[src/sv/rro_pkg.sv]
// Package for the RIP-relative offset relocator: transaction types, opcode
// constants and the long-header match function. No dependencies.
package rro_pkg;

  localparam int unsigned QueueDepthDef = 2;

  localparam logic [7:0] RexW      = 8'h48;
  localparam logic [7:0] RexWR     = 8'h4C;
  localparam logic [7:0] OpLea     = 8'h8D;
  localparam logic [7:0] OpMov     = 8'h8B;
  localparam logic [7:0] OpCmp     = 8'h3B;
  localparam logic [7:0] OpGrp5    = 8'hFF;
  localparam logic [7:0] ModrmCall = 8'h15;
  localparam logic [7:0] ModrmJmp  = 8'h25;
  localparam logic [7:0] OpCall    = 8'hE8;
  localparam logic [7:0] OpJmp     = 8'hE9;

  typedef struct packed {
    logic [7:0] code_byte;
    logic       last_byte;
  } rro_in_t;

  typedef struct packed {
    logic [7:0] out_byte;
    logic       was_patched;
    logic       end_of_region;
  } rro_out_t;

  // Window snapshot handed from front to back: cnt is the number of valid bytes.
  typedef struct packed {
    logic [2:0][7:0] bytes;
    logic [1:0]      cnt;
    logic            last;
  } rro_rec_t;

  function automatic logic long_header(logic [7:0] p, logic [7:0] op, logic [7:0] m);
    logic [7:0] regmask;
    logic       hit;
    regmask = 8'h00;
    hit     = 1'b0;
    if ((m & 8'hC7) == 8'h05) begin
      if (p == RexW && op == OpLea) begin
        regmask = 8'h06;
      end else if (p == RexW && op == OpCmp) begin
        regmask = 8'h0E;
      end else if ((p inside {RexW, RexWR}) && op == OpMov) begin
        regmask = 8'hFF;
      end else if (p == RexWR && op == OpCmp) begin
        regmask = 8'hFF;
      end
      hit = regmask[m[5:3]];
    end
    return hit;
  endfunction

endpackage

[src/sv/rip_relative_offset_relocator_unit.sv]
// Top level of the RIP-relative offset relocator: front window, item queue,
// back-end patcher and result queue. Depends on rro_pkg and its submodules.
// Throughput: one byte per cycle while neither queue is full; a region end flushes up to 3 bytes.
// Path: a byte reaches the result ports after the input transaction that completes its
// two-byte lookahead (or ends the region) has gone through the item queue and the back end.
// Reset (async, active low) clears the window, match state, queues and delta.
module rip_relative_offset_relocator_unit import rro_pkg::*; #(
  parameter int unsigned QueueDepth = QueueDepthDef
) (
  input  logic        clk_i,
  input  logic        rst_ni,
  input  logic        push,
  output logic        full,
  input  rro_in_t     in_i,
  output logic        empty,
  input  logic        pop,
  output rro_out_t    out_o,
  input  logic        cfg_valid_i,
  output logic        cfg_ready_o,
  input  logic [31:0] cfg_data_i
);

  logic     rec_push, rec_full, rec_pop, rec_empty;
  rro_rec_t rec_in, rec_head;
  logic     out_push, out_full;
  rro_out_t out_data;

  assign cfg_ready_o = 1'b1;

  rro_front u_front (
    .clk_i      (clk_i),
    .rst_ni     (rst_ni),
    .push_i     (push),
    .in_i       (in_i),
    .full_o     (full),
    .rec_push_o (rec_push),
    .rec_o      (rec_in),
    .rec_full_i (rec_full)
  );

  rro_fifo #(.T(rro_rec_t), .Depth(QueueDepth)) u_item_q (
    .clk_i   (clk_i),
    .rst_ni  (rst_ni),
    .push_i  (rec_push),
    .data_i  (rec_in),
    .full_o  (rec_full),
    .pop_i   (rec_pop),
    .data_o  (rec_head),
    .empty_o (rec_empty)
  );

  rro_back u_back (
    .clk_i       (clk_i),
    .rst_ni      (rst_ni),
    .cfg_valid_i (cfg_valid_i),
    .cfg_data_i  (cfg_data_i),
    .rec_i       (rec_head),
    .rec_empty_i (rec_empty),
    .rec_pop_o   (rec_pop),
    .out_push_o  (out_push),
    .out_o       (out_data),
    .out_full_i  (out_full)
  );

  rro_fifo #(.T(rro_out_t), .Depth(QueueDepth)) u_out_q (
    .clk_i   (clk_i),
    .rst_ni  (rst_ni),
    .push_i  (out_push),
    .data_i  (out_data),
    .full_o  (out_full),
    .pop_i   (pop),
    .data_o  (out_o),
    .empty_o (empty)
  );

`ifndef SYNTH
  a_rec_no_overflow: assert property (@(posedge clk_i) disable iff (!rst_ni)
    rec_push |-> !rec_full) else $error("item queue overflow");

  a_out_no_overflow: assert property (@(posedge clk_i) disable iff (!rst_ni)
    out_push |-> (!out_full && !rec_empty)) else $error("result queue overflow");

  a_eor_retires: assert property (@(posedge clk_i) disable iff (!rst_ni)
    (out_push && out_data.end_of_region) |-> rec_pop)
    else $error("end of region without retiring the window transaction");
`endif

endmodule

[src/sv/rro_fifo.sv]
// Small register FIFO carrying one transaction type.
// Depends on nothing but its parameters.
module rro_fifo #(
  parameter type         T     = logic,
  parameter int unsigned Depth = 2
) (
  input  logic clk_i,
  input  logic rst_ni,
  input  logic push_i,
  input  T     data_i,
  output logic full_o,
  input  logic pop_i,
  output T     data_o,
  output logic empty_o
);

  localparam int unsigned PtrW = (Depth > 1) ? $clog2(Depth) : 1;
  localparam int unsigned CntW = $clog2(Depth + 1);
  localparam logic [PtrW-1:0] PtrLast = PtrW'(Depth - 1);
  localparam logic [CntW-1:0] CntFull = CntW'(Depth);

  T                mem_q [Depth];
  logic [PtrW-1:0] wr_ptr_q, rd_ptr_q;
  logic [CntW-1:0] cnt_q;
  logic            do_push, do_pop;

  assign full_o  = (cnt_q == CntFull);
  assign empty_o = (cnt_q == '0);
  assign data_o  = mem_q[rd_ptr_q];
  assign do_push = push_i && !full_o;
  assign do_pop  = pop_i && !empty_o;

  always_ff @(posedge clk_i) begin
    if (do_push) begin
      mem_q[wr_ptr_q] <= data_i;
    end
  end

  always_ff @(posedge clk_i or negedge rst_ni) begin
    if (!rst_ni) begin
      wr_ptr_q <= '0;
      rd_ptr_q <= '0;
      cnt_q    <= '0;
    end else begin
      if (do_push) begin
        wr_ptr_q <= (wr_ptr_q == PtrLast) ? '0 : wr_ptr_q + 1'b1;
      end
      if (do_pop) begin
        rd_ptr_q <= (rd_ptr_q == PtrLast) ? '0 : rd_ptr_q + 1'b1;
      end
      if (do_push && !do_pop) begin
        cnt_q <= cnt_q + 1'b1;
      end else if (do_pop && !do_push) begin
        cnt_q <= cnt_q - 1'b1;
      end
    end
  end

endmodule

[src/sv/rro_front.sv]
// Front end: two-byte lookahead window; emits a window snapshot for each accepted byte that fills or ends it.
// Depends on rro_pkg.
module rro_front import rro_pkg::*; (
  input  logic     clk_i,
  input  logic     rst_ni,
  input  logic     push_i,
  input  rro_in_t  in_i,
  output logic     full_o,
  output logic     rec_push_o,
  output rro_rec_t rec_o,
  input  logic     rec_full_i
);

  logic [1:0][7:0] win_d, win_q;
  logic [1:0]      cnt_d, cnt_q;
  logic [2:0][7:0] v;
  logic [1:0]      n1;
  logic            accept, hold;

  assign full_o = rec_full_i;
  assign accept = push_i && !rec_full_i;

  always_comb begin
    v        = {8'h00, win_q[1], win_q[0]};
    case (cnt_q)
      2'd0:    v[0] = in_i.code_byte;
      2'd1:    v[1] = in_i.code_byte;
      default: v[2] = in_i.code_byte;
    endcase
    n1         = cnt_q + 2'd1;
    hold       = !in_i.last_byte && (n1 != 2'd3);
    rec_o      = '{bytes: v, cnt: n1, last: in_i.last_byte};
    rec_push_o = accept && !hold;
    win_d      = win_q;
    cnt_d      = cnt_q;
    if (accept) begin
      if (hold) begin
        win_d = {v[1], v[0]};
        cnt_d = n1;
      end else if (in_i.last_byte) begin
        win_d = '0;
        cnt_d = '0;
      end else begin
        win_d = {v[2], v[1]};
        cnt_d = 2'd2;
      end
    end
  end

  always_ff @(posedge clk_i or negedge rst_ni) begin
    if (!rst_ni) begin
      win_q <= '0;
      cnt_q <= '0;
    end else begin
      win_q <= win_d;
      cnt_q <= cnt_d;
    end
  end

endmodule

[src/sv/rro_back.sv]
// Back end: emits a snapshot's first byte, or all of them at a region end, a byte per cycle
// unless stalled; matches headers and adds the delta to offset bytes with carry. Depends on rro_pkg.
module rro_back import rro_pkg::*; (
  input  logic        clk_i,
  input  logic        rst_ni,
  input  logic        cfg_valid_i,
  input  logic [31:0] cfg_data_i,
  input  rro_rec_t    rec_i,
  input  logic        rec_empty_i,
  output logic        rec_pop_o,
  output logic        out_push_o,
  output rro_out_t    out_o,
  input  logic        out_full_i
);

  logic [31:0] delta_q;
  logic [1:0]  idx_d, idx_q;
  logic [1:0]  hdr_d, hdr_q;
  logic [2:0]  off_d, off_q;
  logic        carry_d, carry_q;

  logic [1:0]  hdr_c;
  logic [2:0]  off_c;
  logic        carry_c;
  logic [7:0]  b, nx1, nx2, d;
  logic [1:0]  k, emit;
  logic [8:0]  sum;
  logic        go, done, avail2, avail3, patched;

  always_comb begin
    case (idx_q)
      2'd0: begin
        b = rec_i.bytes[0]; nx1 = rec_i.bytes[1]; nx2 = rec_i.bytes[2];
      end
      2'd1: begin
        b = rec_i.bytes[1]; nx1 = rec_i.bytes[2]; nx2 = 8'h00;
      end
      default: begin
        b = rec_i.bytes[2]; nx1 = 8'h00; nx2 = 8'h00;
      end
    endcase
    avail3 = (idx_q == 2'd0) && (rec_i.cnt == 2'd3);
    avail2 = ({1'b0, rec_i.cnt} > ({1'b0, idx_q} + 3'd1));
    k      = 2'(off_q - 3'd1);
    d      = delta_q[{k, 3'b000} +: 8];
    sum    = {1'b0, b} + {1'b0, d} + {8'h00, carry_q};

    hdr_c   = hdr_q;
    off_c   = off_q;
    carry_c = carry_q;
    patched = 1'b0;
    out_o.out_byte = b;
    if (hdr_q != 2'd0) begin
      hdr_c = hdr_q - 2'd1;
      if (hdr_q == 2'd1) begin
        off_c   = 3'd1;
        carry_c = 1'b0;
      end
    end else if (off_q != 3'd0) begin
      carry_c        = sum[8];
      off_c          = (off_q == 3'd4) ? 3'd0 : off_q + 3'd1;
      patched        = 1'b1;
      out_o.out_byte = sum[7:0];
    end else begin
      off_c = 3'd0;
      if (avail3 && long_header(b, nx1, nx2)) begin
        hdr_c = 2'd2;
      end else if (avail2 && b == OpGrp5 && (nx1 inside {ModrmCall, ModrmJmp})) begin
        hdr_c = 2'd1;
      end else if (b inside {OpCall, OpJmp}) begin
        off_c   = 3'd1;
        carry_c = 1'b0;
      end
    end

    emit = rec_i.last ? rec_i.cnt : 2'd1;
    done = (idx_q + 2'd1 == emit);
    go   = !rec_empty_i && !out_full_i;

    out_o.was_patched   = patched;
    out_o.end_of_region = rec_i.last && done;
    out_push_o          = go;
    rec_pop_o           = go && done;

    idx_d   = idx_q;
    hdr_d   = hdr_q;
    off_d   = off_q;
    carry_d = carry_q;
    if (go) begin
      if (done && rec_i.last) begin
        idx_d   = '0;
        hdr_d   = '0;
        off_d   = '0;
        carry_d = 1'b0;
      end else begin
        idx_d   = done ? 2'd0 : idx_q + 2'd1;
        hdr_d   = hdr_c;
        off_d   = off_c;
        carry_d = carry_c;
      end
    end
  end

  always_ff @(posedge clk_i or negedge rst_ni) begin
    if (!rst_ni) begin
      delta_q <= '0;
      idx_q   <= '0;
      hdr_q   <= '0;
      off_q   <= '0;
      carry_q <= 1'b0;
    end else begin
      if (cfg_valid_i) begin
        delta_q <= cfg_data_i;
      end
      idx_q   <= idx_d;
      hdr_q   <= hdr_d;
      off_q   <= off_d;
      carry_q <= carry_d;
    end
  end

endmodule

[config.mk]
export PLATFORM = sky130hd
export DESIGN_NAME = rip_relative_offset_relocator_unit
export DESIGN_NICKNAME = d
export VERILOG_FILES = /design/src/sv/rro_pkg.sv /design/src/sv/rip_relative_offset_relocator_unit.sv /design/src/sv/rro_fifo.sv /design/src/sv/rro_front.sv /design/src/sv/rro_back.sv
export SDC_FILE = /design/constraint.sdc
export NUM_CORES = 1
export LEC_CHECK = 0
export ABC_AREA = 1
export BUFFER_PORTS_ARGS = -buffer_cell sky130_fd_sc_hd__buf_4
export CORE_AREA = 2 2 150 152
export DETAILED_ROUTE_END_ITERATION = 7
export DIE_AREA = 0 0 152 154
export PLACE_DENSITY = 0.62
export SKIP_CTS_REPAIR_TIMING = 1
export SLEW_MARGIN = 20
export SYNTH_ARGS = -nofsm -noshare
export SYNTH_HDL_FRONTEND = slang
export SYNTH_HIERARCHICAL = 1
export SYNTH_SLANG_ARGS = --single-unit
[constraint.sdc]
create_clock -name clk_i -period 4.1 [get_ports clk_i]
set_input_delay 0.205 -clock clk_i [delete_from_list [all_inputs] [get_ports clk_i]]
set_output_delay 0.205 -clock clk_i [all_outputs]
set_load 0.005 [all_outputs]
Word-level counts from Yosys, hierarchy flattened

Memory sizes are Yosys's and may differ from the RTL's.
Cells that the tools add are included.

Register bits after elaboration: 66
Memory bits (writable): 74
Input bits: 46
Output and inout bits: 13
Word-level logic and storage cells: 169
Memories kept: 2

Add/subtract/negate cells: 16
Magnitude comparators: 2
Equal/unequal tests: 24
Shift operators: 1
Mux-type cells: 61
Reductions and logical operators: 49

Memory list:

| memory         | depth | width | read ports | clocked after memory_dff | wr ports | RTL line       | RTL |
|---|---|---|---|---|---|---|---|
| u_item_q.mem_q | 2     | 27    | 1          | 0                        | 1        | rro_fifo.sv:22 | `T mem_q [Depth];` |
| u_out_q.mem_q  | 2     | 10    | 1          | 0                        | 1        | rro_fifo.sv:22 |  |

Operator list:

| cell                  | count |
|---|---|
| $mux W8               | 13 |
| $eq A8 B8 Y1 const B  | 5 |
| $mux W16              | 2 |
| $pmux W8 S2           | 2 |
| $shiftx A32 B6 Y8     | 1 |
| $mux W2               | 14 |
| $logic_and A1 B1 Y1   | 22 |
| $mux W1               | 22 |
| $mux W3               | 7 |
| $eq A8 B6 Y1 const B  | 2 |
| $eq A8 B7 Y1 const B  | 2 |
| $reduce_bool A2 Y1    | 6 |
| $logic_not A1 Y1      | 10 |
| $add A8 B8 Y9         | 1 |
| $add A9 B1 Y9         | 1 |
| $add A2 B1 Y2 const B | 4 |
| $eq A8 B5 Y1 const B  | 1 |
| $logic_not A2 Y1      | 4 |
| $ne A4 B1 Y1 const B  | 2 |
| $reduce_bool A4 Y1    | 2 |
| $sub A2 B1 Y2 const B | 4 |
| $eq A2 B1 Y1 const B  | 3 |
| $eq A2 B2 Y1 const B  | 3 |
| $eq A5 B3 Y1 const B  | 1 |
| 16 further kinds      | 19 |

Depth between registers and ports, before layout

Gate-level depths: netlist (run 1).

Depth in word-level cells: 21
Depth in mapped cells: 20
Mapped depth without buffers: 19

Hierarchy

The synthesis (run 1) kept the hierarchy.

Modules (own cells, without submodules):

| module                             | instances | cells each | area each (sq um) | seq. area each (sq um) |
|---|---|---|---|---|
| rro_back                           | 1         | 426        | 2970.3            | 1001.0 |
| rro_fifo at u_item_q               | 1         | 172        | 2192.1            | 1721.7 |
| rro_front                          | 1         | 218        | 1372.6            | 450.4 |
| rro_fifo at u_out_q                | 1         | 84         | 957.2             | 700.7 |
| rip_relative_offset_relocator_unit | 1         | 2          | 11.3              | 0.0 |

Worst setup path after synthesis (run 1)

OpenSTA, ideal clock, no wires.

Kind: reg-to-reg
Start: register u_back.off_q[0]
End: memory u_out_q/mem_q[0][8] (netlist name) (data pin)
Setup time: 0.264 ns
Arrival time: 2.970 ns
Data required time: 3.836 ns
Slack: 0.866 ns
Cell stages (with the launch flop): 21
Buffers on the path: 2
Period minus slack after synthesis: 3.234 ns
Cell sequence: dfrtp_1 inv_1 clkbuf_1 ha_1 clkbuf_1 clkinv_1 a21oi_1 o21ai_0 nand2_1 fa_1 inv_1 fa_1 inv_1 nand2_1 nand2_1 a21oi_1 o21ai_0 nand2_1 nand2_1 xnor2_1 a21oi_1

RTL lines:

| what                   | RTL line        | RTL |
|---|---|---|
| start, declared        | rro_back.sv:19  | `logic [2:0] off_d, off_q;` |
| start signal, assigned | rro_back.sv:109 | `off_q <= '0;` |
| start signal, assigned | rro_back.sv:117 | `off_q <= off_d;` |
| end, declared          | rro_fifo.sv:22  |  |

==> results of run 1 <==
## layout make-up
type / instances / area, um^2 / share of cell area [%]
clock inverters: 15 / 220 / 2.51
multi-input cells: 624 / 3010 / 34.3
clock buffers: 17 / 425 / 4.84
flip-flops and latches: 140 / 3870 / 44.1
inverters: 104 / 393 / 4.47
well taps: 280 / 350 / 3.99
repair buffers: 67 / 510 / 5.81
## report_power, final
part | leakage [nW] | internal, mW | switching, mW | total (mW)
clock network | 0.313 | 1.08 | 0.595 | 1.67
logic | 2.40 | 1.28 | 2.53 | 3.81
registers | 1.51 | 2.12 | 0.196 | 2.32
total | 4.22 | 4.48 | 3.33 | 7.80
## state kept, by name, summed over array words and instances, names as in the netlist
signal	cells
u_back/carry_q	1
u_back/delta_q	32
u_back/hdr_q	2
u_back/idx_q	2
u_back/off_q	3
u_front/cnt_q	2
u_front/win_q	16
u_item_q/cnt_q	2
u_item_q/mem_q	54
u_item_q/rd_ptr_q	1
u_item_q/wr_ptr_q	1
u_out_q/cnt_q	2
u_out_q/mem_q	20
u_out_q/rd_ptr_q	1
u_out_q/wr_ptr_q	1
## worst paths after layout
check | start | endpoint | slack [ns] | depth (start not counted)
max | u_back/idx_q[1] | u_out_q/mem_q[0][8] | 0.74 | 17
min | cfg_data_i[13] | u_back/delta_q[13] | -0.004 | 3
max reg2reg | u_back/idx_q[1] | u_out_q/mem_q[0][8] | 0.74 | 17
min reg2reg | u_front/win_q[6] | u_front/win_q[6] | 0.48 | 2
max in group asynchronous | rst_ni | u_back/delta_q[24] | 3.05 | 2
min in group asynchronous | rst_ni | u_front/win_q[12] | 0.45 | 2
## worst max-delay path, stage by stage, from the launching register on
cell and delay [ns]:
dfrtp_1 0.38, inv_1 0.09, ha_1 0.56, nor2_4 0.15, a21oi_2 0.24, inv_1 0.10
fa_1 0.42, inv_1 0.09, fa_1 0.20, inv_1 0.05, nand2_1 0.05, nand2_1 0.05
a21oi_1 0.23, o21ai_0 0.11, nand2_1 0.07, nand2_1 0.06, xnor2_1 0.14, a21oi_1 0.09
## cells by family after synthesis
logic type	count (synthesis)	synth area share, %
other	1	0.0500
AO/OA/AOI/OAI	92	6.52
buffers and inverters	138	8.24
flip-flops	140	51.6
XOR/XNOR	8	0.934
adder cells (fa/ha/maj)	21	3.70
AND/OR/NAND/NOR	488	26.8
multiplexers	14	2.10
## cell usage in the layout (no fill, tap or decap), drive strengths merged
| cell | synthesis | final |
|---|---|---|
| a31oi | 1 | 1 |
| nor2b | 1 | 1 |
| nor3 | 3 | 3 |
| inv | 103 | 104 |
| o211ai | 2 | 2 |
| nand3 | 42 | 42 |
| clkinv | 1 | 8 |
| ha | 19 | 19 |
| o22ai | 1 | 1 |
| a21oi | 29 | 29 |
| edfxtp | 74 | 74 |
| nand2 | 373 | 373 |
| conb | 1 | 1 |
| dlygate4sd3 | 0 | 3 |
| nand3b | 2 | 2 |
| o41ai | 1 | 1 |
| mux2 | 14 | 14 |
| o21ai | 55 | 55 |
| xnor2 | 3 | 3 |
| a221oi | 1 | 1 |
| bufinv | 0 | 5 |
| and2 | 8 | 8 |
| a32oi | 1 | 1 |
| clkbuf | 11 | 17 |
| nor2 | 52 | 52 |
| fa | 2 | 2 |
| xor2 | 5 | 5 |
| a211oi | 1 | 1 |
| dfrtp | 66 | 66 |
| buf | 23 | 64 |
| nand4 | 7 | 7 |
| clkinvlp | 0 | 2 |
## metrics by stage
step	setup slack [ns]	instances	instance area [um^2]
finish	0.742	1247	8790
detailed placement	0.826	1212	8110
global route	0.362	1247	8790
floorplan	0.866	902	7500
CTS	0.780	1244	8760
global placement	0.849	1212	8110
## per-layer routing
layer	vias up	part of all wire [%]
met2	119	47
met4	0	1.5
met3	19	3.6
li1	2981	-
met5	-	0
met1	2629	48
==> results.tsv, run 1 <==
stage	metric	value	unit
synth	Synth area leaders	edfxtp_1, dfrtp_1, nand2_1	
grt	GRT overflow	0	
timing	count of final setup violators	0	
floorplan	number of I/O pins	59	
synth	largest area contributor in the netlist	edfxtp_1	
synth	Ys Warns	6	
timing	crit path time final	3.36	ns
synth	number of synthesized register bits	140	
final_layout	Ant. Diodes	0	
timing	Hold Slack	-0.00440	ns
placement	buffers added on ports	57	
outcome	failing checks	negative hold slack	
final_layout	area delta synth->final	17.1	%
floorplan	Row Count	54	
synth	number of synthesized flops with an enable pin	74	
timing	Clock Skew	0.0130	ns
final_layout	Final #Nets	1021	
critical_path	Crit Path Category	register to register	
detailed_routing	DR vias	5748	
synth	synthesized area	7500	um^2
grt	most crowded layer after global routing	met2	
grt	number of global-route vias before repair	5531	
detailed_routing	Starting DRT DRC Count	360	
timing	Max Freq	298	MHz
grt	met1 Use GR	19.1	%
synth	count leader, synth	nand2_1	
critical_path	Worst Path Arrival	3.51	ns
floorplan	area of the die	23400	um^2
grt	met3 Use GR	3.04	%
synth	share of the synthesized area in the top cell type	29.6	%
floorplan	Core Area	21700	um^2
floorplan	Starting Density	34.6	%
synth	commonest cells in the netlist	nand2_1, inv_1, edfxtp_1	
synth	Post-synth ARST share	47.1	%
final_layout	Fillers	2161	
synth	cells after synthesis	902	
outcome	outcome	finished, violations left	
placement	post-DP HPWL	11.8	mm
critical_path	Required @ worst endpoint	4.26	ns
grt	GRT Resource Usage Total	14.4	%
detailed_routing	ANT nets after route	0	
critical_path	Startpoint Class	register	
clocking	root buffer cell	clkbuf_16	
timing	measured slew at the worst slew-check pin	0.909	ns
floorplan	Die X	152	um
synth	Synth Area per Inst	8.32	um^2
detailed_routing	Post-Route WL	16.4	mm
clocking	worst-skew pair later-pin latency	0.43	ns
synth	Syn Nets	969	
clocking	clock sinks	140	
detailed_routing	vias per inst	4.61	
timing	slew margin rel.	39.4	%
run	max cap viols	0	
timing	Tcrit/Tclk final	81.9	%
clocking	CTS tree	built	
power	PwrDens	888	nW/um^2
clocking	clock-pin slew on the worst setup and hold paths	0.06	ns
timing	final hold violation count	3	
floorplan	Die Y	154	um
timing	unrepaired setup endpoints after global routing	no	
detailed_routing	WL/cell	13.1	um
grt	grt met2 use	23.6	%
detailed_routing	Pre-Repair DR Iteration Count	5	
grt	initial antenna violation count	0	
timing	final slew viol count	0	
synth	Netlist cell types	42	
clocking	worst-case clock buffer depth	2	
clocking	H-tree depth reported by CTS	4	
power	Tot Pwr	7.80	mW
timing	setup TNS	0	ns
clocking	Num CTS Buffers	17	
power	LEAKAGE	4.22	nW
final_layout	share of cells above drive strength 1	14.1	%
final_layout	Post-Route Utilization	40.5	%
critical_path	Worst Setup End Kind	register	
placement	GP Congestion	0.867	
synth	register area share after synthesis	51.6	%
min_path	Hold Path Class	input port to register	
detailed_routing	# DRC	0	
critical_path	CP max FO	17	
power	Worst VDD drop	0.000367	V
grt	first-pass GRT wire length	27.2	mm
synth	Synth Flop Type	edfxtp_1	
grt	largest net degree at the start of global routing	67	
Power figures use the tool's default switching activity.
==> run 2, diff against run 1 <==
--- a/config.mk
+++ b/config.mk
@@ -5,12 +5,12 @@
 export SDC_FILE = /design/constraint.sdc
 export NUM_CORES = 1
 export LEC_CHECK = 0
-export ABC_AREA = 1
+export ABC_AREA = 0
 export BUFFER_PORTS_ARGS = -buffer_cell sky130_fd_sc_hd__buf_4
-export CORE_AREA = 2 2 150 152
+export CORE_AREA = 2 2 147 149
 export DETAILED_ROUTE_END_ITERATION = 7
-export DIE_AREA = 0 0 152 154
-export PLACE_DENSITY = 0.62
+export DIE_AREA = 0 0 149 151
+export PLACE_DENSITY = 0.64
 export SKIP_CTS_REPAIR_TIMING = 1
 export SLEW_MARGIN = 20
 export SYNTH_ARGS = -nofsm -noshare
==> constraint.sdc (replaced) <==
create_clock -name clk_i -period 2.7 [get_ports clk_i]
set_input_delay 0.135 -clock clk_i [delete_from_list [all_inputs] [get_ports clk_i]]
set_output_delay 0.135 -clock clk_i [all_outputs]
set_load 0.005 [all_outputs]
==> run 2 against run 1 <==
- the run ends with negative setup slack left
- power grew 65%
- clock skew shrank 0.0049 ns
- non-clock buffer count grew 95
- via count shrank 15%
- cell area grew 7.4%
- synthesized cell count shrank 39%
- routed wire length grew 0.73%
- global-route usage grew 0.32 points
- count of clock-buffer cells in the layout grew 4
- maximum frequency grew 18%
==> results.tsv, run 2 <==
stage	metric	value	unit
final_layout	max reg flops	54	
final_layout	Final #Nets	767	
critical_path	reg2reg setup slack	-0.14	ns
synth	register area share after synthesis	53.7	%
placement	placed inst area	8300	um^2
synth	commonest cells in the netlist	edfxtp_1, dfrtp_1, mux2_2	
critical_path	CP max FO	4	
critical_path	RR Startpoint	u_item_q/rd_ptr_q	
synth	largest area contributor in the netlist	edfxtp_1	
critical_path	Worst path slowest cell	dfrtp_2	
critical_path	Worst Setup End Kind	register	
synth	Synth Area per Inst	13.2	um^2
clocking	clock sinks	140	
power	switching pwr	4.68	mW
timing	Max Freq	352	MHz
detailed_routing	WL/cell	16.7	um
placement	GP Congestion	0.923	
synth	Netlist cell types	67	
power	LEAKAGE	3.95	nW
placement	buffers added on ports	57	
placement	post-DP HPWL	11.7	mm
detailed_routing	vias per inst	4.94	
floorplan	Starting Density	34.6	%
synth	count leader, synth	edfxtp_1	
timing	final hold violation count	0	
floorplan	Row Count	53	
floorplan	area of the die	22500	um^2
final_layout	non-filler instance count after layout	988	
floorplan	Die X	149	um
synth	area share of fa/ha/maj cells after synthesis	3.85	%
floorplan	number of I/O pins	59	
synth	post-synthesis mux area share	18.6	%
outcome	failing checks	negative setup slack	
final_layout	share of cells above drive strength 1	38.0	%
grt	number of global-route vias before repair	4974	
floorplan	Core Area	20800	um^2
min_path	Hold Path Class	input port to register	
critical_path	capturing point of the worst reg2reg path	u_out_q/mem_q[1][8]	
synth	share of the synthesized area in the top cell type	30.8	%
timing	slew margin rel.	40.5	%
critical_path	CP Depth	13	
critical_path	Worst Path Arrival	3.00	ns
detailed_routing	Pre-Repair DR Iteration Count	5	
grt	first-pass GRT wire length	25.7	mm
final_layout	final instance area	9440	um^2
critical_path	reg2reg path depth	13	
timing	unrepaired setup endpoints after global routing	yes	
placement	Post-Place Cells	913	
final_layout	Top Registers	u_item_q/mem_q x54, u_back/delta_q x32, u_out_q/mem_q x20	
synth	Synth Area in Compound Gates	9.17	%
synth	simple-gate share of the synthesized area	8.53	%
critical_path	Startpoint Class	register	
power	combinational power share	52.5	%
final_layout	Fillers	1881	
timing	crit path time final	2.84	ns
critical_path	Buf/Inv on CP	2	
clocking	worst-case clock buffer depth	2	
final_layout	area delta synth->final	30.8	%
synth	largest family of logic cells by synthesized area	multiplexers	
critical_path	delay-heaviest family, CP	compound AO/OA/AOI/OAI gates	
final_layout	commonest cells after routing, fill and taps aside	buf_4, edfxtp_1, dfrtp_1, mux2_2, dlygate4sd3_1	
power	Clk pwr share	20.3	%
critical_path	Worst path max stage delay	0.44	ns
floorplan	Die Y	151	um
power	PwrDens	1360	nW/um^2
timing	Clock Skew	0.00801	ns
grt	initial antenna violation count	0	
grt	GRT Resource Usage Total	14.7	%
synth	cells after synthesis	546	
synth	Syn Nets	613	
power	Int Power	8.16	mW
synth	number of synthesized register bits	140	
critical_path	CP endpoint	u_out_q/mem_q[1][8]	
power	Flop pwr share	27.3	%
power	Tot Pwr	12.8	mW
timing	Tcrit/Tclk final	105	%
final_layout	Ant. Diodes	0	
timing	Final WS setup	-0.142	ns
detailed_routing	# DRC	0	
synth	Post-synth ARST share	47.1	%
final_layout	Biggest register	u_item_q/mem_q	
timing	final slew viol count	0	
critical_path	Crit Path Category	register to register	
synth	Synth area leaders	edfxtp_1, dfrtp_1, mux2_2	
grt	largest net degree at the start of global routing	67	
power	Sw Ratio	36.5	%
detailed_routing	ANT nets after route	0	
timing	Hold Slack	0.0489	ns
synth	xor/xnor share of the synthesized area	1.94	%
timing	count of final setup violators	9	
clocking	worst-skew pair later-pin latency	0.42	ns
critical_path	Required @ worst endpoint	2.86	ns
timing	setup TNS	-0.873	ns
final_layout	commonest non-fill, non-tap cell in the layout	buf_4	
clocking	H-tree depth reported by CTS	4	
clocking	CTS tree	built	
clocking	Num CTS Buffers	17	
detailed_routing	Post-Route WL	16.5	mm
critical_path	CP Cell Sequence	mux2_4, a22o_1, a21oi_2, inv_2, fa_2, inv_2, fa_2, nor2b_1, o21a_1, o21ai_2, nand2b_1, a211oi_2, o31ai_2	
synth	Synth Flop Type	edfxtp_1	
clocking	clock-pin slew on the worst setup and hold paths	0.06	ns
outcome	outcome	finished, violations left	
clocking	root buffer cell	clkbuf_16	
synth	Ys Warns	6	
grt	GRT overflow	0	
critical_path	Worst Setup SP	u_item_q/rd_ptr_q	
run	max cap viols	0	
detailed_routing	Starting DRT DRC Count	339	
synth	number of synthesized flops with an enable pin	74	
power	Worst VDD drop	0.000580	V
detailed_routing	DR vias	4878	
timing	measured slew at the worst slew-check pin	0.893	ns
synth	synthesized area	7210	um^2
-- run 2: changes by cell type after synthesis, moves of 12 or more --
| cell | previous run | this run |
|---|---|---|
| a21oi_1 | 27 | 13 |
| a22o_1 | 0 | 14 |
| inv_1 | 98 | 24 |
| mux2_2 | 14 | 57 |
| mux2_4 | 0 | 19 |
| mux2i_1 | 0 | 12 |
| nand2_1 | 371 | 37 |
| nand3_1 | 37 | 9 |
| nor2_1 | 41 | 21 |
| o21ai_0 | 52 | 22 |
-- run 2: cells by family after synthesis --
| family | after synthesis |
|---|---|
| buffers and inverters | 54 |
| other | 1 |
| multiplexers | 106 |
| AND/OR/NAND/NOR | 118 |
| XOR/XNOR | 16 |
| adder cells (fa/ha/maj) | 21 |
| flip-flops | 140 |
| AO/OA/AOI/OAI | 90 |
-- run 2: how the worst min path moves through the flow --
stage / slack, ns / endpoint / startpoint / cells past startpoint
floorplan: -0.16 / u_back/carry_q / rst_ni / 0
detailed placement: 0.31 / u_front/win_q[12] / rst_ni / 1
CTS: -0.15 / u_front/win_q[12] / rst_ni / 1
global placement: 0.28 / u_front/win_q[12] / rst_ni / 1
finish: 0.05 / u_out_q/rd_ptr_q / pop / 3
global route: 0.06 / u_out_q/rd_ptr_q / pop / 3
-- run 2: routing by layer --
| layer | wire length [um] | vias to the layer above | share of wire, % | GRT usage (%) |
|---|---|---|---|---|
| met5 | 0 | - | 0 | 0 |
| met4 | 308 | 0 | 1.9 | 5.62 |
| met3 | 492 | 22 | 3.0 | 3.25 |
| met2 | 8270 | 98 | 50 | 24.7 |
| met1 | 7430 | 2432 | 45 | 18.7 |
| li1 | - | 2326 | - | - |
-- run 2: final cells by class --
cell class,instances,area [um^2],area share (%)
Clock buffer,21,483,5.12
Sequential cell,140,3880,41.1
Clock inverter,11,178,1.88
Multi-Input combinational cell,352,3120,33.0
Timing Repair Buffer,162,1340,14.2
Tap cell,275,344,3.65
Inverter,27,101,1.07
-- run 2: power groups by stage --
| stage | clock network, mW | registers [mW] | logic (mW) |
|---|---|---|---|
| detailed placement | 0 | 3.54 | 6.47 |
| finish | 2.60 | 3.50 | 6.74 |
| floorplan | 0 | 3.43 | 4.37 |
| global placement | 0 | 3.50 | 6.28 |
| global route | 2.72 | 3.57 | 7.39 |
| CTS | 2.64 | 3.50 | 6.52 |
-- run 2: per-stage QoR --
stage | worst slack [ns] | util [%]
detailed placement | -0.209 | 39.9
global placement | -0.160 | 39.9
CTS | -0.241 | 43.0
floorplan | -0.198 | -
global route | -0.303 | 45.3
finish | -0.142 | 45.3
-- run 2: worst min-delay path: stages --
cell	delay, ns
buf_4	0.08
o21ai_1	0.09
xnor2_1	0.13
==> run 3, diff against run 2 <==
--- a/config.mk
+++ b/config.mk
@@ -6,11 +6,11 @@
 export NUM_CORES = 1
 export LEC_CHECK = 0
 export ABC_AREA = 0
-export BUFFER_PORTS_ARGS = -buffer_cell sky130_fd_sc_hd__buf_4
-export CORE_AREA = 2 2 147 149
+export BUFFER_PORTS_ARGS = -buffer_cell sky130_fd_sc_hd__buf_2
+export CORE_AREA = 2 2 102 153
 export DETAILED_ROUTE_END_ITERATION = 7
-export DIE_AREA = 0 0 149 151
-export PLACE_DENSITY = 0.64
+export DIE_AREA = 0 0 104 155
+export PLACE_DENSITY = 0.81
 export SKIP_CTS_REPAIR_TIMING = 1
 export SLEW_MARGIN = 20
 export SYNTH_ARGS = -nofsm -noshare
==> run 3 against run 2 <==
- the run ends with negative hold slack, negative setup slack left
- routed wire length rose by 3.2%
- clock power fell by 16%
- sequential share of layout area rose by 2.1 points
- final cell count fell by 8.8%
- via count rose by 2.7%
- die area fell by 28%
- hold slack got worse by 0.050 ns
- register-to-register slack got worse by 0.03 ns
- power fell by 4.7%
- largest power group unchanged
==> results.tsv, run 3 (synthesis results as in run 2) <==
stage	metric	value	unit
timing	crit path time final	2.87	ns
floorplan	Die X	104	um
clocking	clock sinks	140	
min_path	Hold Path Class	input port to register	
power	Int Power	7.60	mW
floorplan	area of the die	16100	um^2
timing	Final WS setup	-0.174	ns
floorplan	Die Y	155	um
placement	GP Congestion	0.946	
timing	slew margin rel.	54.3	%
grt	initial antenna violation count	1	
placement	Placement Setup Slack	-0.210	ns
timing	Tcrit/Tclk final	106	%
final_layout	max reg flops	54	
final_layout	share of cells above drive strength 1	37.5	%
timing	measured slew at the worst slew-check pin	0.686	ns
grt	GRT Resource Usage Total	20.3	%
power	Tot Pwr	12.2	mW
outcome	outcome	finished, violations left	
critical_path	reg2reg path depth	12	
clocking	H-tree depth reported by CTS	4	
critical_path	reg2reg setup slack	-0.17	ns
critical_path	Worst Setup End Kind	register	
clocking	worst-case clock buffer depth	2	
detailed_routing	vias per inst	5.56	
grt	number of global-route vias before repair	5047	
power	combinational power share	53.5	%
final_layout	commonest cells after routing, fill and taps aside	edfxtp_1, dfrtp_1, buf_2, mux2_2, buf_4	
critical_path	capturing point of the worst reg2reg path	u_out_q/mem_q[0][9]	
power	Clk pwr share	17.8	%
power	switching pwr	4.65	mW
final_layout	area delta synth->final	24.5	%
power	Worst VDD drop	0.000857	V
floorplan	Core Area	14900	um^2
outcome	failing checks	negative hold slack, negative setup slack	
placement	Post-Place Cells	833	
placement	buffers added on ports	57	
final_layout	commonest non-fill, non-tap cell in the layout	edfxtp_1	
final_layout	Final #Nets	755	
grt	first-pass GRT wire length	25.5	mm
final_layout	non-filler instance count after layout	901	
clocking	Num CTS Buffers	17	
critical_path	Crit Path Category	register to register	
critical_path	CP Cell Sequence	buf_6, mux2_2, a22o_4, a21oi_4, inv_2, ha_1, a21o_1, a21oi_2, o21bai_1, a31oi_1, mux2i_1, nor2_1	
critical_path	Worst Path Arrival	3.03	ns
placement	post-DP HPWL	11.6	mm
clocking	worst-skew pair later-pin latency	0.42	ns
final_layout	Post-Route Utilization	60.4	%
detailed_routing	Starting DRT DRC Count	359	
clocking	CTS tree	built	
timing	count of final setup violators	10	
timing	unrepaired setup endpoints after global routing	yes	
grt	largest net degree at the start of global routing	49	
detailed_routing	WL/cell	18.9	um
floorplan	number of I/O pins	59	
clocking	clock-pin slew on the worst setup and hold paths	0.06	ns
critical_path	Worst path max stage delay	0.41	ns
floorplan	Row Count	55	
critical_path	Required @ worst endpoint	2.85	ns
power	PwrDens	1360	nW/um^2
final_layout	area of the multi-input gates	3100	um^2
detailed_routing	DR vias	5010	
final_layout	Top Registers	u_item_q/mem_q x54, u_back/delta_q x32, u_out_q/mem_q x20	
clocking	root buffer cell	clkbuf_16	
timing	Hold Slack	-0.000886	ns
detailed_routing	ANT nets after route	0	
floorplan	Starting Density	48.5	%
detailed_routing	# DRC	0	
final_layout	Fillers	1121	
grt	GRT overflow	0	
timing	final hold violation count	1	
final_layout	FF/Latch Area	3880	um^2
critical_path	CP max FO	11	
critical_path	Worst path slowest cell	dfrtp_2	
run	max cap viols	0	
timing	final slew viol count	0	
min_path	Worst Hold Path EP	u_front/win_q[9]	
detailed_routing	Pre-Repair DR Iteration Count	5	
power	Sw Ratio	38.0	%
min_path	Worst Hold Depth	2	
critical_path	Startpoint Class	register	
power	LEAKAGE	3.81	nW
detailed_routing	Post-Route WL	17.0	mm
final_layout	Biggest register	u_item_q/mem_q	
min_path	Hold Startpoint	in_i[2]	
timing	Clock Skew	0.0116	ns
critical_path	RR Startpoint	u_item_q/rd_ptr_q	
power	Flop pwr share	28.7	%
timing	Max Freq	348	MHz
run 3: power by group through the flow:
stage	sequential, mW	clock (mW)	combinational (mW)
2_1_floorplan	3.43	0	4.37
3_3_place_gp	3.50	0	5.97
3_5_place_dp	3.54	0	6.22
4_1_cts	3.51	2.20	6.31
5_1_grt	3.57	2.30	7.12
6_report	3.52	2.18	6.55
run 3: metrics by stage:
stage / hold slack, ns / area [um^2] / setup TNS, ns
floorplan: -0.161 / 7260 / -0.963
global placement: 0.113 / 8030 / -0.889
detailed placement: 0.114 / 8030 / -1.56
CTS: -0.335 / 8590 / -1.85
global route: 0.00116 / 8980 / -2.50
finish: -0.000886 / 8980 / -1.21
run 3: worst max-delay path: cells and delay by family, from the launching register on:
family,cells,cell delay [ns]
DFF,1,0.41
muxes,2,0.58
buffers and inverters,2,0.23
AOI/OAI and AO/OA,6,1.02
and+or+nand+nor,1,0.07
adders and majority gates,1,0.29
run 3: worst max-delay path by stage:
stage / startpoint / endpoint / slack (ns) / depth (start not counted)
global placement: u_item_q/rd_ptr_q / u_out_q/mem_q[0][9] / -0.14 / 12
global route: u_item_q/rd_ptr_q / u_out_q/mem_q[0][8] / -0.33 / 13
finish: u_item_q/rd_ptr_q / u_out_q/mem_q[0][9] / -0.17 / 12
floorplan: u_back/off_q[0] / u_out_q/mem_q[0][8] / -0.20 / 14
CTS: u_item_q/rd_ptr_q / u_out_q/mem_q[0][9] / -0.25 / 12
detailed placement: u_item_q/rd_ptr_q / u_back/hdr_q[1] / -0.21 / 10
run 3: layout make-up:
cell class                      count  area share [%]
Sequential cell                   140            43.2
Multi-Input combinational cell    352            34.5
Timing Repair Buffer              150            12.1
Clock buffer                       23            5.56
Tap cell                          199            2.77
Inverter                           27            1.13
Clock inverter                      9           0.669
Antenna cell                        1          0.0279
run 3: per-layer routing:
layer,global-route usage [%],wire length (um),up-vias
met5,0,0,-
met1,20.5,6060,2447
li1,-,-,2309
met4,10.9,860,0
met3,4.32,685,55
met2,38.5,9430,199
